$ cat src/design/uer_pkg.sv
package uer_pkg;

	localparam int CFG_IDX_W  = 3;
	localparam int CFG_DATA_W = 20;

	// register indexes on the configuration port
	localparam logic [CFG_IDX_W-1:0] REG_PRE_LOW      = 3'd0;
	localparam logic [CFG_IDX_W-1:0] REG_TRIG_PULSE   = 3'd1;
	localparam logic [CFG_IDX_W-1:0] REG_ECHO_TIMEOUT = 3'd2;
	localparam logic [CFG_IDX_W-1:0] REG_TIMEOUT_DIST = 3'd3;
	localparam logic [CFG_IDX_W-1:0] REG_US_PER_UNIT  = 3'd4;
	localparam logic [CFG_IDX_W-1:0] REG_COOLDOWN     = 3'd5;

	localparam logic [7:0]  RST_PRE_LOW      = 8'd4;
	localparam logic [9:0]  RST_TRIG_PULSE   = 10'd20;
	localparam logic [19:0] RST_ECHO_TIMEOUT = 20'd60000;
	localparam logic [7:0]  RST_TIMEOUT_DIST = 8'd100;
	localparam logic [11:0] RST_US_PER_UNIT  = 12'd148;
	localparam logic [19:0] RST_COOLDOWN     = 20'd200000;

	localparam logic [7:0] DIST_MAX = 8'd255;

	typedef enum logic [2:0] {
		PH_IDLE = 3'd0,
		PH_PRE  = 3'd1,
		PH_TRIG = 3'd2,
		PH_WAIT = 3'd3,
		PH_MEAS = 3'd4,
		PH_COOL = 3'd5
	} phase_t;

	typedef struct packed {
		logic [7:0]  pre_low_us;
		logic [9:0]  trig_pulse_us;
		logic [19:0] echo_timeout_us;
		logic [7:0]  timeout_distance;
		logic [11:0] us_per_unit;
		logic [19:0] cooldown_us;
	} cfg_t;

	// ranger state apart from the phase timer
	typedef struct packed {
		phase_t      phase;
		logic [11:0] unit_subcount;
		logic [7:0]  distance_count;
		logic        last_timed_out;
		logic [7:0]  held_distance;
	} core_t;

endpackage

$ cat src/design/uer_in_if.sv
interface uer_in_if;
	logic valid;
	logic ready;
	logic start_req;
	logic echo;

	modport source (output valid, output start_req, output echo, input ready);
	modport sink (input valid, input start_req, input echo, output ready);
endinterface

$ cat src/design/uer_out_if.sv
interface uer_out_if;
	logic       valid;
	logic       ready;
	logic       trigger;
	logic       busy_res;
	logic       done_res;
	logic [7:0] distance;
	logic       timed_out;

	modport source (output valid, output trigger, output busy_res, output done_res,
		output distance, output timed_out, input ready);
	modport sink (input valid, input trigger, input busy_res, input done_res,
		input distance, input timed_out, output ready);
endinterface

$ cat src/design/uer_cfg.sv
module uer_cfg (
	input  logic                           clk,
	input  logic                           arst_n,
	input  logic                           cfg_we,
	input  logic [uer_pkg::CFG_IDX_W-1:0]  cfg_index,
	input  logic [uer_pkg::CFG_DATA_W-1:0] cfg_data,
	output uer_pkg::cfg_t                  cfg
);

	uer_pkg::cfg_t cfg_q;

	always_ff @(posedge clk or negedge arst_n) begin
		if (!arst_n) begin
			cfg_q.pre_low_us       <= uer_pkg::RST_PRE_LOW;
			cfg_q.trig_pulse_us    <= uer_pkg::RST_TRIG_PULSE;
			cfg_q.echo_timeout_us  <= uer_pkg::RST_ECHO_TIMEOUT;
			cfg_q.timeout_distance <= uer_pkg::RST_TIMEOUT_DIST;
			cfg_q.us_per_unit      <= uer_pkg::RST_US_PER_UNIT;
			cfg_q.cooldown_us      <= uer_pkg::RST_COOLDOWN;
		end else if (cfg_we) begin
			unique case (cfg_index)
				uer_pkg::REG_PRE_LOW:      cfg_q.pre_low_us       <= cfg_data[7:0];
				uer_pkg::REG_TRIG_PULSE:   cfg_q.trig_pulse_us    <= cfg_data[9:0];
				uer_pkg::REG_ECHO_TIMEOUT: cfg_q.echo_timeout_us  <= cfg_data[19:0];
				uer_pkg::REG_TIMEOUT_DIST: cfg_q.timeout_distance <= cfg_data[7:0];
				uer_pkg::REG_US_PER_UNIT:  cfg_q.us_per_unit      <= cfg_data[11:0];
				uer_pkg::REG_COOLDOWN:     cfg_q.cooldown_us      <= cfg_data[19:0];
				default: ;
			endcase
		end
	end

	assign cfg = cfg_q;

endmodule

$ cat src/design/uer_step.sv
module uer_step #(
	parameter int TIMER_WIDTH = 20
) (
	input  uer_pkg::cfg_t           cfg,
	input  uer_pkg::core_t          cur,
	input  logic [TIMER_WIDTH-1:0]  timer,
	input  logic                    start_req,
	input  logic                    echo,
	output uer_pkg::core_t          nxt,
	output logic [TIMER_WIDTH-1:0]  timer_nxt,
	output logic                    done
);

	localparam int CW = (TIMER_WIDTH > 20) ? TIMER_WIDTH : 20;

	// zero-length pre-low, trigger and cooldown phases fall through to the next one
	function automatic uer_pkg::phase_t enter(uer_pkg::phase_t p, uer_pkg::cfg_t c);
		uer_pkg::phase_t r;
		r = p;
		if (r == uer_pkg::PH_PRE && c.pre_low_us == 8'd0) r = uer_pkg::PH_TRIG;
		if (r == uer_pkg::PH_TRIG && c.trig_pulse_us == 10'd0) r = uer_pkg::PH_WAIT;
		if (r == uer_pkg::PH_COOL && c.cooldown_us == 20'd0) r = uer_pkg::PH_IDLE;
		return r;
	endfunction

	logic [TIMER_WIDTH-1:0] t_inc;
	logic [19:0]            dur;
	logic                   t_end;
	logic [11:0]            sub_inc;
	logic                   sub_hit;
	logic [7:0]             dist_inc;

	always_comb begin
		t_inc = (timer != '1) ? timer + 1'b1 : timer;
		case (cur.phase)
			uer_pkg::PH_PRE:  dur = {12'd0, cfg.pre_low_us};
			uer_pkg::PH_TRIG: dur = {10'd0, cfg.trig_pulse_us};
			uer_pkg::PH_WAIT: dur = cfg.echo_timeout_us;
			default:          dur = cfg.cooldown_us;
		endcase
		t_end = (CW'(t_inc) >= CW'(dur)) || (t_inc == '1);

		sub_inc  = cur.unit_subcount + 12'd1;
		sub_hit  = sub_inc >= cfg.us_per_unit;
		dist_inc = (cur.distance_count < uer_pkg::DIST_MAX) ?
			cur.distance_count + 8'd1 : cur.distance_count;

		nxt       = cur;
		timer_nxt = timer;
		done      = 1'b0;

		unique case (cur.phase)
			uer_pkg::PH_IDLE: begin
				if (start_req) begin
					nxt.phase = enter(uer_pkg::PH_PRE, cfg);
					timer_nxt = '0;
				end
			end
			uer_pkg::PH_PRE: begin
				timer_nxt = t_inc;
				if (t_end) begin
					nxt.phase = enter(uer_pkg::PH_TRIG, cfg);
					timer_nxt = '0;
				end
			end
			uer_pkg::PH_TRIG: begin
				timer_nxt = t_inc;
				if (t_end) begin
					nxt.phase = enter(uer_pkg::PH_WAIT, cfg);
					timer_nxt = '0;
				end
			end
			uer_pkg::PH_WAIT: begin
				if (echo) begin
					// rise tick is the first high microsecond, counted from zero
					nxt.phase = uer_pkg::PH_MEAS;
					timer_nxt = '0;
					if (cfg.us_per_unit <= 12'd1) begin
						nxt.unit_subcount  = 12'd0;
						nxt.distance_count = 8'd1;
					end else begin
						nxt.unit_subcount  = 12'd1;
						nxt.distance_count = 8'd0;
					end
				end else begin
					timer_nxt = t_inc;
					if (t_end) begin
						nxt.held_distance  = cfg.timeout_distance;
						nxt.last_timed_out = 1'b1;
						done               = 1'b1;
						nxt.phase          = uer_pkg::PH_IDLE;
						timer_nxt          = '0;
					end
				end
			end
			uer_pkg::PH_MEAS: begin
				if (echo) begin
					if (sub_hit) begin
						nxt.unit_subcount  = 12'd0;
						nxt.distance_count = dist_inc;
					end else begin
						nxt.unit_subcount = sub_inc;
					end
				end else begin
					nxt.held_distance  = cur.distance_count;
					nxt.last_timed_out = 1'b0;
					done               = 1'b1;
					nxt.phase          = enter(uer_pkg::PH_COOL, cfg);
					timer_nxt          = '0;
				end
			end
			uer_pkg::PH_COOL: begin
				timer_nxt = t_inc;
				if (t_end) begin
					nxt.phase = uer_pkg::PH_IDLE;
					timer_nxt = '0;
				end
			end
			default: begin
				nxt.phase = uer_pkg::PH_IDLE;
				timer_nxt = '0;
			end
		endcase
	end

endmodule

$ cat src/design/ultrasonic_echo_ranger_unit.sv
// channel   dir   payload                                         accepted when
// in_ch     in    start_req, echo                                 valid && ready
// out_ch    out   trigger, busy_res, done_res, distance, timed_out valid && ready
// cfg       in    cfg_index, cfg_data                             cfg_we
//
// one tick in, one result out; a tick is taken every cycle unless in_ch.ready is low
// the ranger state advances in the cycle a tick is taken, result lands in the output register
// in_ch.ready drops only while a result waits in the output register and out_ch is stalled
// asynchronous reset puts the ranger idle with zero distance and registers at their defaults
module ultrasonic_echo_ranger_unit #(
	parameter int TIMER_WIDTH = 20
) (
	input  logic                           clk,
	input  logic                           arst_n,
	input  logic                           cfg_we,
	input  logic [uer_pkg::CFG_IDX_W-1:0]  cfg_index,
	input  logic [uer_pkg::CFG_DATA_W-1:0] cfg_data,
	uer_in_if.sink                         in_ch,
	uer_out_if.source                      out_ch
);

	uer_pkg::cfg_t          cfg;
	uer_pkg::core_t         core_q;
	uer_pkg::core_t         core_nxt;
	logic [TIMER_WIDTH-1:0] timer_q;
	logic [TIMER_WIDTH-1:0] timer_nxt;
	logic                   done;
	logic                   accept;
	logic                   out_valid_q;
	logic                   trigger_q;
	logic                   busy_q;
	logic                   done_q;
	logic [7:0]             distance_q;
	logic                   timed_out_q;

	uer_cfg u_cfg (
		.clk       (clk),
		.arst_n    (arst_n),
		.cfg_we    (cfg_we),
		.cfg_index (cfg_index),
		.cfg_data  (cfg_data),
		.cfg       (cfg)
	);

	uer_step #(.TIMER_WIDTH(TIMER_WIDTH)) u_step (
		.cfg       (cfg),
		.cur       (core_q),
		.timer     (timer_q),
		.start_req (in_ch.start_req),
		.echo      (in_ch.echo),
		.nxt       (core_nxt),
		.timer_nxt (timer_nxt),
		.done      (done)
	);

	assign in_ch.ready = !out_valid_q || out_ch.ready;
	assign accept      = in_ch.valid && in_ch.ready;

	always_ff @(posedge clk or negedge arst_n) begin
		if (!arst_n) begin
			core_q.phase          <= uer_pkg::PH_IDLE;
			core_q.unit_subcount  <= 12'd0;
			core_q.distance_count <= 8'd0;
			core_q.last_timed_out <= 1'b0;
			core_q.held_distance  <= 8'd0;
			timer_q               <= '0;
			out_valid_q           <= 1'b0;
		end else begin
			if (accept) begin
				core_q  <= core_nxt;
				timer_q <= timer_nxt;
			end
			if (accept) out_valid_q <= 1'b1;
			else if (out_ch.ready) out_valid_q <= 1'b0;
		end
	end

	always_ff @(posedge clk) begin
		if (accept) begin
			trigger_q   <= core_nxt.phase == uer_pkg::PH_TRIG;
			busy_q      <= core_nxt.phase != uer_pkg::PH_IDLE;
			done_q      <= done;
			distance_q  <= core_nxt.held_distance;
			timed_out_q <= core_nxt.last_timed_out;
		end
	end

	assign out_ch.valid     = out_valid_q;
	assign out_ch.trigger   = trigger_q;
	assign out_ch.busy_res  = busy_q;
	assign out_ch.done_res  = done_q;
	assign out_ch.distance  = distance_q;
	assign out_ch.timed_out = timed_out_q;

	a_trig_busy: assert property (@(posedge clk) disable iff (!arst_n)
		out_ch.valid && out_ch.trigger |-> out_ch.busy_res)
		else $error("trigger high outside a measurement");

	a_timeout_idle: assert property (@(posedge clk) disable iff (!arst_n)
		out_ch.valid && out_ch.done_res && out_ch.timed_out |-> !out_ch.busy_res)
		else $error("timeout result while still busy");

	a_idle_holds: assert property (@(posedge clk) disable iff (!arst_n)
		accept && core_q.phase == uer_pkg::PH_IDLE && !in_ch.start_req
		|=> core_q.phase == uer_pkg::PH_IDLE)
		else $error("left idle without a request");

	a_no_overrun: assert property (@(posedge clk) disable iff (!arst_n)
		out_ch.valid && !out_ch.ready |-> !accept)
		else $error("tick taken while a result is stalled");

endmodule

$ cat src/flat_wrapper.sv
// flat-port wrapper written by rule: the top's interface ports become plain ports
module ultrasonic_echo_ranger_unit_flat 
#(
	parameter int TIMER_WIDTH = 20
)
  (clk, arst_n, cfg_we, cfg_index, cfg_data, in_ch_valid, in_ch_start_req, in_ch_echo, in_ch_ready, out_ch_valid, out_ch_trigger, out_ch_busy_res, out_ch_done_res, out_ch_distance, out_ch_timed_out, out_ch_ready);
  uer_in_if in_ch_i ();
  uer_out_if out_ch_i ();
  input  logic clk;
  input  logic arst_n;
  input  logic cfg_we;
  input  logic [uer_pkg::CFG_IDX_W-1:0] cfg_index;
  input  logic [uer_pkg::CFG_DATA_W-1:0] cfg_data;
  input wire logic [$bits(in_ch_i.valid)-1:0] in_ch_valid;
  input wire logic [$bits(in_ch_i.start_req)-1:0] in_ch_start_req;
  input wire logic [$bits(in_ch_i.echo)-1:0] in_ch_echo;
  output wire logic [$bits(in_ch_i.ready)-1:0] in_ch_ready;
  output wire logic [$bits(out_ch_i.valid)-1:0] out_ch_valid;
  output wire logic [$bits(out_ch_i.trigger)-1:0] out_ch_trigger;
  output wire logic [$bits(out_ch_i.busy_res)-1:0] out_ch_busy_res;
  output wire logic [$bits(out_ch_i.done_res)-1:0] out_ch_done_res;
  output wire logic [$bits(out_ch_i.distance)-1:0] out_ch_distance;
  output wire logic [$bits(out_ch_i.timed_out)-1:0] out_ch_timed_out;
  input wire logic [$bits(out_ch_i.ready)-1:0] out_ch_ready;
  assign in_ch_i.valid = in_ch_valid;
  assign in_ch_i.start_req = in_ch_start_req;
  assign in_ch_i.echo = in_ch_echo;
  assign in_ch_ready = in_ch_i.ready;
  assign out_ch_valid = out_ch_i.valid;
  assign out_ch_trigger = out_ch_i.trigger;
  assign out_ch_busy_res = out_ch_i.busy_res;
  assign out_ch_done_res = out_ch_i.done_res;
  assign out_ch_distance = out_ch_i.distance;
  assign out_ch_timed_out = out_ch_i.timed_out;
  assign out_ch_i.ready = out_ch_ready;
  ultrasonic_echo_ranger_unit #(.TIMER_WIDTH(TIMER_WIDTH)) u_core (.clk(clk), .arst_n(arst_n), .cfg_we(cfg_we), .cfg_index(cfg_index), .cfg_data(cfg_data), .in_ch(in_ch_i), .out_ch(out_ch_i));
endmodule
$ cat config.mk
export PLATFORM = sky130hd
export DESIGN_NAME = ultrasonic_echo_ranger_unit_flat
export DESIGN_NICKNAME = d
export VERILOG_FILES = /design/src/design/uer_pkg.sv /design/src/design/uer_in_if.sv /design/src/design/uer_out_if.sv /design/src/design/uer_cfg.sv /design/src/design/uer_step.sv /design/src/design/ultrasonic_echo_ranger_unit.sv /design/src/flat_wrapper.sv
export SDC_FILE = /design/constraint.sdc
export NUM_CORES = 1
export LEC_CHECK = 0
export BUFFER_PORTS_ARGS = -buffer_cell sky130_fd_sc_hd__buf_2
export CAP_MARGIN = 0
export CORE_MARGIN = 4
export CORE_UTILIZATION = 56
export DETAILED_ROUTE_END_ITERATION = 12
export PLACE_DENSITY = 0.77
export SETUP_SLACK_MARGIN = 0.4
export SYNTH_ARGS = -nofsm -noshare
export SYNTH_HDL_FRONTEND = slang
export SYNTH_SLANG_ARGS = --single-unit
export TNS_END_PERCENT = 5
$ cat constraint.sdc
create_clock -name clk -period 3.7 [get_ports clk]
set_input_delay 0.74 -clock clk [delete_from_list [all_inputs] [get_ports clk]]
set_output_delay 0.74 -clock clk [all_outputs]
set_load 0.05 [all_outputs]
==> qor.csv, run 1 <==
metric;value;unit
synthesis warning total;0;
Comb pwr share;0.344;
clock period minus worst slack;3.61;ns
setup violators final;0;
number of buffer and inverter instances along the worst setup path;1;
number of buffers inserted for hold repair after clock tree synthesis;0;
slowest stage delay, CP;0.48;ns
slack of the worst reg-to-reg path;0.09;ns
Pins Over Slew Limit;0;
filler cell count;1019;
crit path cell chain;mux2_2 -> a22oi_1 -> o21ai_0 -> ha_1 -> nand2b_1 -> a2111oi_1 -> or4_1 -> a211o_1 -> a32o_2 -> o21ai_4 -> buf_6 -> mux2_4 -> nand2_2 -> nor3_1;
commonest register cell after synthesis;sky130_fd_sc_hd__dfrtp_1;
Max-Cap Viols;0;
die span in x;128;µm
share of the cycle needed by the critical path after routing;0.974;
total half-perimeter wirelength after legalization and detailed placement;14700;µm
share of the synthesized area in the top cell type;0.338;
cell area power density;613;nW/µm²
number of global-route vias before repair;6428;
WL per Instance;19.6;µm
number of cell rows;43;
startpoint of the most critical register-to-register path;u_core.core_q[29];
violation count after the first detailed-route iteration;694;
vias per std cell;6.17;
clock insertion delay at the later pin of the skew report;0.43;ns
type of the most critical hold path;primary input to asynchronous set/reset pin;
number of enable flip-flop cells after synthesis;12;
full die area;16400;µm²
count of buffers inserted at the top-level ports;43;
post-route non-filler standard cell count;1038;
number of nets in the final layout;910;
gate count after technology mapping;756;
number of sinks driven by the clock tree;143;
switching power of the nets;2.05;mW
internal power;3.84;mW
worst slack, placed;-0.154;ns
maximum VDD drop;0.413;mV
post-detailed-routing wire length;20300;µm
mux share of post-synthesis cell area;0.113;
area share of xor/xnor cells in the synthesized design;0.0282;
Synth-to-Final Area Change;19.1;%
vias;6407;
clock share of power;0.280;
fraction of registers with async set/reset;0.916;
detailed-router iteration count before antenna repair;5;
overall overflow remaining after global route;0;
area occupied by registers;3670;µm²
post-synthesis share of cell area spent on and, or, nand and nor gates;0.157;
global-route wire length before repair;32700;µm
data arrival time of the critical path;3.78;ns
antenna violations before repair;0;
Post-Syn Area per Cell;10.7;µm²
PnR Total Power;5.89;mW
Placed Instances;998;
layout cell share with drive strength beyond 1;0.358;
worst path setup slack after routing;0.0949;ns
area fraction in compound gates after synthesis;0.153;
cell leakage power;4.32;nW
root buf cell;sky130_fd_sc_hd__clkbuf_16;
deepest clock path buffer count;2;
maximum number of pins on one net before global-route repair;69;
utilization after layout;0.687;
power share of the sequential group;0.377;
terminus of the critical flop-to-flop path;u_core.out_ch.trigger;
final worst hold slack;0.301;ns
maximum fanout along the worst path;10;
family of cells with the greatest summed delay on the critical path;compound AO/OA/AOI/OAI gates;
TritonCTS clock tree;yes;
Crit path required time;3.87;ns
largest family of logic cells by synthesized area;simple AND/OR/NAND/NOR gates;
CTS clock-pin slew for the worst setup and hold paths;0.06;ns
post-synthesis net count;821;
relative slew slack;0.211;
last weighted congestion value of the routability-driven placer;0.970;
top area cells in the synthesized netlist;sky130_fd_sc_hd__dfrtp_1, sky130_fd_sc_hd__mux2_2, sky130_fd_sc_hd__dfstp_2;
height of the chip;128;µm
residual DRC count;0;
instance area at placement;8800;µm²
H-tree depth;4;
#FFs+latches synth;143;
number of distinct standard cells referenced by the synthesized netlist;73;
initial core utilization;0.576;
category of the most critical setup path;flop to flop;
count of cell instances traversed by the critical path;14;
Hold Fails Final Rpt;0;
Finished Cell Area;9600;µm²
number of cells on the worst reg-to-reg path;14;
RSZ-0062 raised after global routing;yes;
Core ar.;14000;µm²
critical-path cell with the highest stage delay;sky130_fd_sc_hd__dfrtp_2;
library cell with the largest summed area after synthesis;sky130_fd_sc_hd__dfrtp_1;
switching power share of the total;0.348;
Achievable Freq;277;MHz
total area of multi-input combinational cells;4280;µm²
launching element type of the critical path;flop;
endpoint type of the worst setup path;flop;
total routing resource utilization after global routing;0.254;
# IOs;44;
share of synthesized area occupied by flip-flops and latches;0.455;
antenna diode instance count;0;
run status;finished, final reports clean;
Adder-Cell Fraction of Synth Area;0.0543;
final setup skew;0.00850;ns
number of buffers added by the clock tree synthesis step;17;
slew at the pin with the worst max-slew slack;1.17;ns
total negative slack;0;ns
Final ANT Viol Nets;0;
Syn Std Cell Area;8060;µm²
final cells by class:
cell class,count,area share
inverters,27,0.0106
well taps,180,0.0234
multi-input cells,546,0.445
clock inverters,12,0.0113
flip-flops and latches,143,0.382
clock buffers,20,0.0486
repair buffers,110,0.0787
what timing repair did:
item / 4_1_cts / 5_1_grt
pin swaps: 14 / 9
resized for setup: 25 / 18
buffers inserted: 5 / 2
gates cloned: 1 / 0
setup endpoints to repair: 44 / 62
Yosys cell counts (all sizes together) (2+ instances only):
library cell / number
and4: 6
o22a: 2
dfstp: 22
nor2: 36
nand3b: 2
nand4b: 4
dfrtp: 109
mux2: 80
and2: 5
nor2b: 13
nand3: 19
or4: 4
nand2: 70
o21a: 3
xnor2: 9
and3: 9
o22ai: 17
a22o: 19
nand4: 14
a21oi: 30
a2111oi: 3
a31oi: 16
ha: 35
a41oi: 3
xor2: 17
nor3b: 3
a221oi: 7
buf: 15
a22oi: 13
o21ai: 47
nor3: 10
o211ai: 3
nand2b: 16
a21o: 4
edfxtp: 12
clkbuf: 26
o41ai: 2
inv: 27
nor4: 10
power groups by stage:
stage | Clock, mW | Sequential (mW) | Combinational, mW
floorplan | 0 | 2.23 | 1.28
global placement | 0 | 2.21 | 1.82
detailed placement | 0 | 2.22 | 1.92
CTS | 1.68 | 2.20 | 1.99
global route | 1.75 | 2.25 | 2.22
finish | 1.65 | 2.22 | 2.02
placed cells by master, fill, tap and decap left out, types with 13 or more instances in the layout:
master,instances
sky130_fd_sc_hd__a21oi_1,21
sky130_fd_sc_hd__a22o_1,19
sky130_fd_sc_hd__a22oi_1,13
sky130_fd_sc_hd__a31oi_1,15
sky130_fd_sc_hd__buf_2,42
sky130_fd_sc_hd__buf_4,61
sky130_fd_sc_hd__clkbuf_16,17
sky130_fd_sc_hd__dfrtp_1,105
sky130_fd_sc_hd__dfstp_2,22
sky130_fd_sc_hd__ha_1,34
sky130_fd_sc_hd__inv_1,27
sky130_fd_sc_hd__mux2_2,79
sky130_fd_sc_hd__nand2_1,66
sky130_fd_sc_hd__nand2b_1,16
sky130_fd_sc_hd__nand3_1,17
sky130_fd_sc_hd__nor2_1,33
sky130_fd_sc_hd__o21ai_0,40
sky130_fd_sc_hd__xor2_1,16
metal layers:
layer	global-route usage	share of wire
met1	0.354	0.45
met2	0.400	0.47
met3	0.0479	0.058
met4	0.0930	0.024
met5	0	0
flip-flops by register name, summed over array words and instances, names as in the netlist:
| name | cells |
|---|---|
| u_core.out_ch.distance | 8 |
| u_core.out_ch.timed_out | 1 |
| u_core.timer_q | 20 |
| u_core.out_ch.done_res | 1 |
| u_core.core_q | 32 |
| u_core.out_ch.valid | 1 |
| u_core.out_ch.busy_res | 1 |
| u_core.u_cfg.cfg | 78 |
| u_core.out_ch.trigger | 1 |
worst register-to-register path, delay by kind of cell (launching register included):
family / cells / cell delay, ns
multiplexers: 2 / 0.69
AO/OA/AOI/OAI: 6 / 1.05
flip-flops: 1 / 0.48
AND/OR/NAND/NOR: 4 / 0.68
buffers and inverters: 1 / 0.16
adder cells (fa/ha/maj): 1 / 0.29
how the worst max path moves through the flow:
stage / startpoint / end / slack [ns]
global route: u_core.timer_q[0] / u_core.core_q[29] / -0.04
CTS: u_core.timer_q[0] / u_core.out_ch.trigger / 0.11
detailed placement: u_core.core_q[29] / u_core.out_ch.busy_res / -0.15
global placement: u_core.timer_q[1] / u_core.out_ch.trigger / 0.04
floorplan: u_core.timer_q[1] / u_core.out_ch.trigger / 0.002
finish: u_core.core_q[29] / u_core.out_ch.trigger / 0.09
kinds of logic after synthesis:
group / after synthesis
AOI/OAI and AO/OA: 179
muxes: 81
DFF: 143
and+or+nand+nor: 224
adders and majority gates: 35
buffers and inverters: 68
xor gates and xnor gates: 26
(Power assumes the default switching activity.)
==> inputs of run 2 (changes only) <==
--- a/config.mk
+++ b/config.mk
@@ -7,6 +7,7 @@
 export LEC_CHECK = 0
 export BUFFER_PORTS_ARGS = -buffer_cell sky130_fd_sc_hd__buf_2
 export CAP_MARGIN = 0
+export CORE_ASPECT_RATIO = 1.75
 export CORE_MARGIN = 4
 export CORE_UTILIZATION = 56
 export DETAILED_ROUTE_END_ITERATION = 12
==> run 2 against run 1 <==
Against the previous run: flip-flop and latch count is the same; wire length grew 4.3%; cell count shrank 0.67%; final area shrank 0.27%; global-route usage grew 0.89 points; maximum frequency shrank 1.6%; setup slack lost 0.060 ns; clock skew grew 0.010 ns; die area grew 0.46%; power grew 0.51%; critical endpoint is now u_core.out_ch.distance[2].
==> qor.csv, run 2 (synthesis gave the netlist of run 1 again) <==
metric;value;unit
run status;finished, final reports clean;
number of nets in the final layout;906;
endpoint type of the worst setup path;flop;
height of the chip;167;µm
final setup skew;0.0185;ns
vias per std cell;6.15;
Core ar.;14000;µm²
maximum number of pins on one net before global-route repair;63;
leading cell types in the layout, fill and taps excluded;sky130_fd_sc_hd__dfrtp_1, sky130_fd_sc_hd__mux2_2, sky130_fd_sc_hd__nand2_1;
Synth-to-Final Area Change;18.8;%
global-route wire length before repair;34500;µm
H-tree depth;4;
number of buffers added by the clock tree synthesis step;17;
terminus of the critical flop-to-flop path;u_core.out_ch.distance[2];
startpoint of the most critical register-to-register path;u_core.timer_q[1];
# IOs;44;
Largest regs;u_core.u_cfg.cfg (78), u_core.core_q (32), u_core.timer_q (20);
maximum VDD drop;0.346;mV
CTS clock-pin slew for the worst setup and hold paths;0.07;ns
instance area at placement;8780;µm²
Achievable Freq;273;MHz
launching element type of the critical path;flop;
detailed-router iteration count before antenna repair;6;
most common cell after layout, fill and taps aside;sky130_fd_sc_hd__dfrtp_1;
count of buffers inserted at the top-level ports;43;
overall overflow remaining after global route;0;
Crit path required time;3.87;ns
worst slack, placed;-0.119;ns
number of cell rows;57;
number of global-route vias before repair;6700;
cell area power density;618;nW/µm²
full die area;16500;µm²
setup violators final;0;
slack of the worst reg-to-reg path;0.03;ns
register with the highest flop count;u_core.u_cfg.cfg;
antenna violations before repair;0;
post-route non-filler standard cell count;1031;
WL per Instance;20.5;µm
clock insertion delay at the later pin of the skew report;0.42;ns
clock period minus worst slack;3.67;ns
type of the most critical hold path;primary input to asynchronous set/reset pin;
Placed Instances;990;
antenna diode instance count;0;
worst path setup slack after routing;0.0350;ns
residual DRC count;0;
number of flip-flops in the largest register;78;
number of cells on the worst reg-to-reg path;17;
Max-Cap Viols;0;
die span in x;98.7;µm
total routing resource utilization after global routing;0.263;
capturing instance or port of the critical path;u_core.out_ch.distance[2];
crit path launch;u_core.timer_q[1];
cell leakage power;4.27;nW
data arrival time of the critical path;3.83;ns
vias;6336;
Final ANT Viol Nets;0;
share of the cycle needed by the critical path after routing;0.991;
slew at the pin with the worst max-slew slack;1.15;ns
layout cell share with drive strength beyond 1;0.352;
relative slew slack;0.227;
violation count after the first detailed-route iteration;423;
TritonCTS clock tree;yes;
maximum fanout along the worst path;11;
number of buffers inserted for hold repair after clock tree synthesis;0;
PnR Total Power;5.92;mW
last weighted congestion value of the routability-driven placer;0.938;
total half-perimeter wirelength after legalization and detailed placement;15600;µm
RSZ-0062 raised after global routing;yes;
Hold Fails Final Rpt;0;
number of sinks driven by the clock tree;143;
root buf cell;sky130_fd_sc_hd__clkbuf_16;
Pins Over Slew Limit;0;
category of the most critical setup path;flop to flop;
utilization after layout;0.685;
initial core utilization;0.577;
deepest clock path buffer count;2;
final worst hold slack;0.408;ns
total negative slack;0;ns
Finished Cell Area;9580;µm²
post-detailed-routing wire length;21200;µm
run 2: worst min-delay path by stage:
stage / start / to
after global placement: u_core.core_q[8] / u_core.core_q[8]
after detailed placement: u_core.u_cfg.cfg[47] / u_core.u_cfg.cfg[47]
final: arst_n / u_core.timer_q[6]
after CTS: arst_n / u_core.timer_q[6]
after floorplan: arst_n / u_core.core_q[0]
after global routing: arst_n / u_core.timer_q[6]
run 2: cell type report:
class | count | area [µm²]
multi-input cells | 547 | 4280
fillers | 1047 | 4400
clock inverters | 15 | 144
well taps | 177 | 221
clock buffers | 17 | 425
repair buffers | 105 | 739
inverters | 27 | 101
flip-flops and latches | 143 | 3670
run 2: what timing repair did:
| action | CTS | global route |
|---|---|---|
| pin swaps | 5 | 12 |
| gates cloned | 1 | 1 |
| buffers inserted | 2 | 5 |
| endpoints found under the setup margin | 45 | 57 |
| gates resized for setup | 24 | 15 |
run 2: critical path, stage by stage, from the launching register on:
cell,delay [ns]
sky130_fd_sc_hd__dfrtp_1,0.40
sky130_fd_sc_hd__ha_4,0.18
sky130_fd_sc_hd__nand3_4,0.09
sky130_fd_sc_hd__nor3_4,0.21
sky130_fd_sc_hd__nand2_2,0.14
sky130_fd_sc_hd__xor2_2,0.20
sky130_fd_sc_hd__inv_1,0.06
sky130_fd_sc_hd__ha_1,0.26
sky130_fd_sc_hd__nand2b_1,0.09
sky130_fd_sc_hd__a2111oi_1,0.07
sky130_fd_sc_hd__or4_1,0.48
sky130_fd_sc_hd__a211o_1,0.31
sky130_fd_sc_hd__a32o_2,0.28
sky130_fd_sc_hd__o21ai_4,0.12
sky130_fd_sc_hd__buf_6,0.19
sky130_fd_sc_hd__nand2_8,0.09
sky130_fd_sc_hd__o22ai_4,0.21
sky130_fd_sc_hd__a21oi_2,0.04
run 2: per-layer routing:
metal | global-route usage | wire length [µm]
met3 | 0.0393 | 651
met1 | 0.286 | 7730
met5 | 0 | 0
met2 | 0.481 | 11600
met4 | 0.144 | 1240
run 2: power breakdown:
group | leakage [nW] | switching [mW] | internal [mW] | total [mW]
sequential | 1.71 | 0.257 | 1.95 | 2.21
clock | 0.280 | 0.753 | 0.895 | 1.65
combinational | 2.27 | 1.15 | 0.913 | 2.06
